==> config.mk <==
export PLATFORM = sky130hd
export DESIGN_NAME = gga_sentence_field_extractor
export DESIGN_NICKNAME = d
export VERILOG_FILES = /design/src/design/gga_pkg.sv /design/src/design/gga_parser.sv /design/src/design/gga_rsp_reg.sv /design/src/design/gga_sentence_field_extractor.sv
export SDC_FILE = /design/constraint.sdc
export NUM_CORES = 1
export LEC_CHECK = 0
export ABC_AREA = 1
export BUFFER_PORTS_ARGS = -buffer_cell sky130_fd_sc_hd__buf_2
export CAP_MARGIN = 0
export CORE_ASPECT_RATIO = 0.5
export CORE_UTILIZATION = 57
export DETAILED_ROUTE_END_ITERATION = 6
export PLACE_DENSITY = 0.79
export SYNTH_ARGS = -nofsm -noshare
export SYNTH_HDL_FRONTEND = slang
export SYNTH_HIERARCHICAL = 1
export SYNTH_SLANG_ARGS = --single-unit
==> constraint.sdc <==
create_clock -name clock -period 3.3 [get_ports clock]
set_input_delay 0.33 -clock clock [delete_from_list [all_inputs] [get_ports clock]]
set_output_delay 0.33 -clock clock [all_outputs]
set_load 0.05 [all_outputs]
==> src/design/gga_pkg.sv <==
// Shared types and constants for the GGA sentence field extractor.
// No dependencies; used by every module of the block.
package gga_pkg;

   localparam int unsigned BYTE_W        = 8;
   localparam int unsigned FIELD_COUNT_W = 4;
   localparam int unsigned LENGTH_W      = 8;
   localparam int unsigned TAG_POS_W     = 3;
   localparam int unsigned MODE_W        = 2;

   localparam int unsigned DEF_MAX_CAPTURE = 127;

   localparam logic [FIELD_COUNT_W-1:0] FIELD_COUNT_RESET = 4'd8;

   localparam logic [BYTE_W-1:0] CHAR_DOLLAR = 8'h24;
   localparam logic [BYTE_W-1:0] CHAR_COMMA  = 8'h2C;
   localparam logic [BYTE_W-1:0] CHAR_G      = 8'h47;
   localparam logic [BYTE_W-1:0] CHAR_P      = 8'h50;
   localparam logic [BYTE_W-1:0] CHAR_A      = 8'h41;

   localparam logic [TAG_POS_W-1:0] TAG_LEN = 3'd5;

   // One finished response from the parser.
   typedef struct packed {
      logic              valid;
      logic [BYTE_W-1:0] data;
      logic              last;
      logic              truncated;
   } rsp_type;

   // Expected tag "GPGGA", one character per position.
   function automatic logic [BYTE_W-1:0] tag_char(input logic [TAG_POS_W-1:0] pos);
      logic [BYTE_W-1:0] c;
      case (pos)
         3'd0:    c = CHAR_G;
         3'd1:    c = CHAR_P;
         3'd2:    c = CHAR_G;
         3'd3:    c = CHAR_G;
         3'd4:    c = CHAR_A;
         default: c = CHAR_G;
      endcase
      return c;
   endfunction

endpackage

==> src/design/gga_parser.sv <==
// Sentence parser: tag matching, field comma counting and capture limit.
// Depends on gga_pkg. Produces at most one response per processed byte.
module gga_parser #(
   parameter int unsigned MAX_CAPTURE = gga_pkg::DEF_MAX_CAPTURE
) (
   input  logic                                 clock,
   input  logic                                 reset,
   input  logic [gga_pkg::FIELD_COUNT_W-1:0]    field_count,
   input  logic                                 item_valid,
   input  logic [gga_pkg::BYTE_W-1:0]           item_byte,
   output gga_pkg::rsp_type                     result
);
   import gga_pkg::*;

   localparam logic [MODE_W-1:0] MODE_WAIT = 2'd0;
   localparam logic [MODE_W-1:0] MODE_TAG  = 2'd1;
   localparam logic [MODE_W-1:0] MODE_DATA = 2'd2;

   localparam logic [LENGTH_W-1:0] CAP_LIMIT = LENGTH_W'(MAX_CAPTURE);

   logic [MODE_W-1:0]        mode_ff,     mode_in;
   logic [TAG_POS_W-1:0]     tag_pos_ff,  tag_pos_in;
   logic                     mismatch_ff, mismatch_in;
   logic [FIELD_COUNT_W-1:0] commas_ff,   commas_in;
   logic [LENGTH_W-1:0]      length_ff,   length_in;
   logic                     dropped_ff,  dropped_in;

   logic is_comma;

   assign is_comma = (item_byte == CHAR_COMMA);

   always_comb begin
      mode_in     = mode_ff;
      tag_pos_in  = tag_pos_ff;
      mismatch_in = mismatch_ff;
      commas_in   = commas_ff;
      length_in   = length_ff;
      dropped_in  = dropped_ff;
      result      = '0;

      case (mode_ff)
         MODE_TAG: begin
            if (is_comma) begin
               mode_in     = (!mismatch_ff && tag_pos_ff == TAG_LEN) ? MODE_DATA : MODE_WAIT;
               tag_pos_in  = '0;
               mismatch_in = 1'b0;
               commas_in   = '0;
               length_in   = '0;
               dropped_in  = 1'b0;
            end else if (tag_pos_ff >= TAG_LEN) begin
               mismatch_in = 1'b1;
            end else begin
               if (item_byte != tag_char(tag_pos_ff)) begin
                  mismatch_in = 1'b1;
               end
               tag_pos_in = tag_pos_ff + 3'd1;
            end
         end
         MODE_DATA: begin
            if (is_comma && commas_ff >= field_count) begin
               result.valid     = 1'b1;
               result.last      = 1'b1;
               result.truncated = dropped_ff;
               mode_in          = MODE_WAIT;
               tag_pos_in       = '0;
               mismatch_in      = 1'b0;
               commas_in        = '0;
               length_in        = '0;
               dropped_in       = 1'b0;
            end else begin
               if (is_comma) begin
                  commas_in = commas_ff + 4'd1;
               end
               if (length_ff < CAP_LIMIT) begin
                  length_in    = length_ff + 8'd1;
                  result.valid = 1'b1;
                  result.data  = item_byte;
               end else begin
                  dropped_in = 1'b1;
               end
            end
         end
         default: begin
            // The unused mode code behaves like waiting for a dollar sign.
            if (item_byte == CHAR_DOLLAR) begin
               mode_in     = MODE_TAG;
               tag_pos_in  = '0;
               mismatch_in = 1'b0;
               commas_in   = '0;
               length_in   = '0;
               dropped_in  = 1'b0;
            end else begin
               mode_in = MODE_WAIT;
            end
         end
      endcase

      if (!item_valid) begin
         result.valid = 1'b0;
      end
   end

   always_ff @(posedge clock) begin
      if (reset) begin
         mode_ff     <= MODE_WAIT;
         tag_pos_ff  <= '0;
         mismatch_ff <= 1'b0;
         commas_ff   <= '0;
         length_ff   <= '0;
         dropped_ff  <= 1'b0;
      end else if (item_valid) begin
         mode_ff     <= mode_in;
         tag_pos_ff  <= tag_pos_in;
         mismatch_ff <= mismatch_in;
         commas_ff   <= commas_in;
         length_ff   <= length_in;
         dropped_ff  <= dropped_in;
      end
   end

endmodule

==> src/design/gga_rsp_reg.sv <==
// Response output register with stream handshake toward the receiver.
// Depends on gga_pkg for the response struct.
module gga_rsp_reg (
   input  logic                        clock,
   input  logic                        reset,
   input  gga_pkg::rsp_type            result,
   output logic                        load_ok,
   output logic                        rsp_tvalid,
   input  logic                        rsp_tready,
   output logic [gga_pkg::BYTE_W-1:0]  rsp_tdata,
   output logic                        rsp_tlast,
   output logic                        rsp_tuser
);
   import gga_pkg::*;

   logic              valid_ff;
   logic [BYTE_W-1:0] data_ff;
   logic              last_ff;
   logic              trunc_ff;

   // The slot can take a new response when empty or being drained now.
   assign load_ok = !valid_ff || rsp_tready;

   always_ff @(posedge clock) begin
      if (reset) begin
         valid_ff <= 1'b0;
      end else if (load_ok) begin
         valid_ff <= result.valid;
      end
   end

   always_ff @(posedge clock) begin
      if (load_ok && result.valid) begin
         data_ff  <= result.data;
         last_ff  <= result.last;
         trunc_ff <= result.truncated;
      end
   end

   assign rsp_tvalid = valid_ff;
   assign rsp_tdata  = data_ff;
   assign rsp_tlast  = last_ff;
   assign rsp_tuser  = trunc_ff;

endmodule

==> src/design/gga_sentence_field_extractor.sv <==
// Top level of the GGA sentence field extractor.
// Depends on gga_pkg, gga_parser and gga_rsp_reg.
//
// Usage:
//   The req_ channel takes one received character per request on req_tdata.
//   After a '$' and the tag GPGGA followed by a comma, every later character
//   is sent out on the rsp_ channel (rsp_tdata), inner commas included, until
//   the comma after field_count inner commas. That comma yields one response
//   with rsp_tlast high and rsp_tdata zero; rsp_tuser then tells whether
//   characters beyond MAX_CAPTURE were dropped. Other sentences give nothing.
//   csr_wr_en / csr_wr_data set field_count (reset value 8) while idle.
// Timing:
//   A request is held in an input register, then parsed into the response
//   register that drives rsp_tvalid. One request per cycle is sustained
//   while rsp_tready stays high: the single response register is refilled
//   in the same cycle that the receiver takes its content.
//   When the receiver stalls, the input register holds one more request and
//   req_tready drops until the response register drains.
//   Synchronous reset empties both registers, sets field_count to 8 and
//   returns the parser to waiting for '$'.
module gga_sentence_field_extractor #(
   parameter int unsigned MAX_CAPTURE = gga_pkg::DEF_MAX_CAPTURE
) (
   input  logic                                clock,
   input  logic                                reset,
   input  logic                                csr_wr_en,
   input  logic [gga_pkg::FIELD_COUNT_W-1:0]   csr_wr_data,
   input  logic                                req_tvalid,
   output logic                                req_tready,
   input  logic [gga_pkg::BYTE_W-1:0]          req_tdata,   // [7:0] in_byte
   output logic                                rsp_tvalid,
   input  logic                                rsp_tready,
   output logic [gga_pkg::BYTE_W-1:0]          rsp_tdata,   // [7:0] out_byte
   output logic                                rsp_tlast,   // sentence_end
   output logic                                rsp_tuser    // [0] truncated
);
   import gga_pkg::*;

   logic [FIELD_COUNT_W-1:0] field_count_ff;
   logic                     in_valid_ff;
   logic [BYTE_W-1:0]        in_byte_ff;
   logic                     load_ok;
   logic                     advance;
   rsp_type                  result;

   always_ff @(posedge clock) begin
      if (reset) begin
         field_count_ff <= FIELD_COUNT_RESET;
      end else if (csr_wr_en) begin
         field_count_ff <= csr_wr_data;
      end
   end

   assign advance    = in_valid_ff && load_ok;
   assign req_tready = !in_valid_ff || load_ok;

   always_ff @(posedge clock) begin
      if (reset) begin
         in_valid_ff <= 1'b0;
      end else if (req_tready) begin
         in_valid_ff <= req_tvalid;
      end
   end

   always_ff @(posedge clock) begin
      if (req_tready && req_tvalid) begin
         in_byte_ff <= req_tdata;
      end
   end

   gga_parser #(
      .MAX_CAPTURE (MAX_CAPTURE)
   ) u_parser (
      .clock       (clock),
      .reset       (reset),
      .field_count (field_count_ff),
      .item_valid  (advance),
      .item_byte   (in_byte_ff),
      .result      (result)
   );

   gga_rsp_reg u_rsp_reg (
      .clock      (clock),
      .reset      (reset),
      .result     (result),
      .load_ok    (load_ok),
      .rsp_tvalid (rsp_tvalid),
      .rsp_tready (rsp_tready),
      .rsp_tdata  (rsp_tdata),
      .rsp_tlast  (rsp_tlast),
      .rsp_tuser  (rsp_tuser)
   );

   // Truncation is only ever reported on the sentence end response.
   a_trunc_only_on_end: assert property (@(posedge clock) disable iff (reset)
      rsp_tvalid && !rsp_tlast |-> !rsp_tuser)
      else $error("truncated flag set on a streamed character");

   // The sentence end response carries a zero character.
   a_end_data_zero: assert property (@(posedge clock) disable iff (reset)
      rsp_tvalid && rsp_tlast |-> rsp_tdata == '0)
      else $error("sentence end response with nonzero data");

   // A held request in the input register is never lost or overwritten.
   a_input_held: assert property (@(posedge clock) disable iff (reset)
      in_valid_ff && !load_ok |=> in_valid_ff && $stable(in_byte_ff))
      else $error("input register lost a pending request");

endmodule

==> impl_metrics.yaml <==
detailed_routing:
  met3WireLength_um: 229
  postRouteWirelength_um: 4530
  route.antenna.remaining_nets: 0
  met2_length_um: 2165
  routed_via_density: 5.045
  detailroute.via_count: 1907
  topRoutingLayerUsed: "met4"
  drtPass1Iterations: 5
  detail_route.iter0.violations: 105
  routedLengthMet1_um: 2085
  routed_wl_per_cell_um: 11.98
  post-route-drc-count: 0
clocking:
  numClockSinks: 43
  insertion_delay_to_the_later_sink_of_the_worst_skew_pair_ps: 290
  cts.reportedPaths.clkPinSlew_ps: 90
  postCtsResizedCells: 0
  tritoncts_clock_tree: "done"
  clockBufferDepth: 2
  postCtsHoldBufs: 0
  htree_num_levels: 2
  clk_root_buffer_cell: "sky130_fd_sc_hd__clkbuf_8"
  cts-buffers-inserted: 5
  cts_setup_buffers: 0
worst_setup_path:
  crit_top_cell: "sky130_fd_sc_hd__inv_1"
  worstPathArrival_ps: 2040
  crit_required_ps: 3310
  crit_chain: "inv_1 > ha_1 > inv_1 > a211oi_1 > inv_1 > a21oi_1 > buf_4"
  cp-start-kind: "flop"
  critPathMaxStageDelay_ps: 500
  path_max_fanout: 11
  cell_with_the_biggest_individual_delay_on_the_critical_path: "sky130_fd_sc_hd__ha_1"
  criticalPathCategory: "reg -> reg"
  cp-end-kind: "flop"
synthesis:
  synth_common_cells: "sky130_fd_sc_hd__inv_1, sky130_fd_sc_hd__nand2_1, sky130_fd_sc_hd__nor2_1"
  postSynthAreaPerCell_um2: 8.056
  simple_logic_cell_fraction_of_the_synthesized_area_pct: 30.37
  post_synth_xor_area_fraction_pct: 2.234
  synth_edf_count: 18
  area_fraction_in_compound_gates_after_synthesis_pct: 6.649
  synth_top_area_share_pct: 22.98
  postSynth.asyncResetShare_pct: 0
  synth-warning-count: 6
  netlist_instances: 292
  ys_seq_elements: 43
  post_synth_mux_area_share_pct: 0
  ys_seq_area_share_pct: 44.26
  synthFlopType: "sky130_fd_sc_hd__dfxtp_1"
  syn-num-nets: 320
  synth-adder-area-share_pct: 5.851
  main_combinational_cell_family_by_area_after_synthesis: "simple AND/OR/NAND/NOR gates"
  ys_types: 34
  synth.cell_area_um2: 2352
  netlist.top_cell.by_area: "sky130_fd_sc_hd__edfxtp_1"
  yosys-top-cells-area: "sky130_fd_sc_hd__edfxtp_1, sky130_fd_sc_hd__dfxtp_1, sky130_fd_sc_hd__inv_1"
timing:
  hold_ws_ps: 202.5
  finalSetupViolCount: 0
  worst_slew_pin_slew_ps: 726.5
  timing.clock.skew_ps: 6.592
  max_freq_mhz: 492.8
  slew_violations: 0
  finalCriticalPeriod_ps: 2029
  worst_relative_slew_slack_pct: 51.57
  period_share_pct: 61.49
  report.final.hold_viol_count: 0
  unrepaired_setup_endpoints_after_global_routing: "no"
  totalNegativeSetupSlack_ps: 0
place:
  gp_congestion: 0.8480
  io_buffers: 28
  dp.final_hpwl_um: 3245
  post_place_cells: 370
  dpl-instance-area_um2: 2529
final_layout:
  synthToLayoutAreaGrowth_pct: 13.30
  design_area_um2: 2665
  post_route_cells_drive_above_1_share_pct: 20.37
  final_net_count: 351
  antenna_cells_inserted: 0
  instances_no_fill: 378
  finalCoreUtilization_pct: 67.92
floorplanning:
  die_height_um: 47.43
  die-width_um: 92.85
  rows: 16
  initial_core_util_pct: 59.95
  boundaryPins: 29
  die-area_um2: 4403
  design.core.area_um2: 3924
flow_run:
  max_cap_violations: 0
power_and_ir_drop:
  pwr_density_cell_nw_per_um2: 446.2
  vdd_drop_max_v: 0.0002442
  leakagePower_nw: 1.203
grt:
  maximum_number_of_pins_on_one_net_before_global_route_repair: 15
  grt_pass1_wl_um: 7031
  grt_util_all_layers_pct: 21.28
  grt_antenna_before_repair: 0
  via_count_of_the_first_global_routing_pass: 1730
  grt_overflow_total: 0
outcome:
  status: "completed"
hold_path:
  min_path_type: "in -> reg"
## layout by cell type, fill, tap and decap left out
cell type,count
sky130_fd_sc_hd__nand3_2,1
sky130_fd_sc_hd__nand3_1,15
sky130_fd_sc_hd__bufinv_16,2
sky130_fd_sc_hd__buf_4,1
sky130_fd_sc_hd__inv_1,48
sky130_fd_sc_hd__nor3b_1,1
sky130_fd_sc_hd__nor2_2,2
sky130_fd_sc_hd__ha_1,11
sky130_fd_sc_hd__nor3_1,2
sky130_fd_sc_hd__clkinv_4,1
sky130_fd_sc_hd__buf_2,28
sky130_fd_sc_hd__nand2_2,7
sky130_fd_sc_hd__nand4_1,8
sky130_fd_sc_hd__a21oi_2,2
sky130_fd_sc_hd__a211oi_1,1
sky130_fd_sc_hd__nand3_4,1
sky130_fd_sc_hd__nor2_4,2
sky130_fd_sc_hd__o21ai_0,6
sky130_fd_sc_hd__inv_2,5
sky130_fd_sc_hd__nand2_4,5
sky130_fd_sc_hd__a31oi_1,1
sky130_fd_sc_hd__nand4_2,2
sky130_fd_sc_hd__nand2_1,48
sky130_fd_sc_hd__xnor2_1,1
sky130_fd_sc_hd__dfxtp_1,25
sky130_fd_sc_hd__nor2_8,1
sky130_fd_sc_hd__clkbuf_8,5
sky130_fd_sc_hd__nand3b_1,1
sky130_fd_sc_hd__edfxtp_1,18
sky130_fd_sc_hd__a21oi_1,15
sky130_fd_sc_hd__clkinvlp_4,1
sky130_fd_sc_hd__nor2_1,47
sky130_fd_sc_hd__o21ai_1,4
sky130_fd_sc_hd__clkinv_1,1
sky130_fd_sc_hd__xor2_1,5
## worst max-delay path, delay by kind of cell (launching register included)
kind / cells / cell delay [ps]
AOI/OAI and AO/OA: 2 / 360
adders and majority gates: 1 / 500
buffers and inverters: 4 / 560
DFF: 1 / 320
## worst paths after layout
path	start	end	slack (ps)	depth (start not counted)
min	req_tdata[5]	in_byte_ff[5]	200	1
min reg2reg	field_count_ff[3]	field_count_ff[3]	460	2
max reg2reg	u_parser/mode_ff[0]	u_rsp_reg/rsp_tdata[1]	1270	7
max	u_parser/mode_ff[0]	u_rsp_reg/rsp_tdata[1]	1270	7
## where the power goes
part | leakage, nW | switching (W) | total, W | internal, W
combinational | 0.757 | 0.0000795 | 0.000119 | 0.0000396
clock | 0.0644 | 0.000187 | 0.000488 | 0.000302
sequential | 0.382 | 0.0000108 | 0.000582 | 0.000571
total | 1.20 | 0.000277 | 0.00119 | 0.000912
## kinds of logic (layout without fill, tap and decap cells)
group                      Yosys count  count (layout)
buffers and inverters               60              92
DFF                                 43              43
and+or+nand+nor                    143             143
adders and majority gates           11              11
AOI/OAI and AO/OA                   29              29
xor gates and xnor gates             6               6
## per-layer routing
| metal | GRT usage [%] | up-vias |
|---|---|---|
| met3 | 5.397 | 9 |
| li1 | - | 984 |
| met4 | 9.538 | 0 |
| met5 | 0 | - |
| met2 | 40.00 | 63 |
| met1 | 24.38 | 851 |
## metrics by stage
stage | power (W) | worst slack (ps)
global route | 0.001228 | 1125
finish | 0.001189 | 1271
global placement | 0.0007063 | 1350
CTS | 0.001194 | 1293
floorplan | 0.0006819 | 1008
detailed placement | 0.0007109 | 1310
## sequential cells by signal (all words and copies together), names as in the netlist
register / count
u_rsp_reg/rsp_tvalid: 1
u_parser/mismatch_ff: 1
in_valid_ff: 1
u_parser/dropped_ff: 1
u_rsp_reg/rsp_tlast: 1
u_rsp_reg/rsp_tdata: 8
u_parser/tag_pos_ff: 3
u_parser/mode_ff: 2
u_parser/commas_ff: 4
in_byte_ff: 8
u_parser/length_ff: 8
field_count_ff: 4
u_rsp_reg/rsp_tuser: 1
## area by class of cell
class / count / area, um^2
fill: 323 / 1259
sequential: 43 / 1041
multi-input combinational: 189 / 1061
inverter: 55 / 211.5
timing repair buffer: 29 / 147.6
clock buffer: 5 / 68.82
clock inverter: 3 / 67.56
tap: 54 / 67.56
No activity file was read; power rests on OpenSTA's default activity.
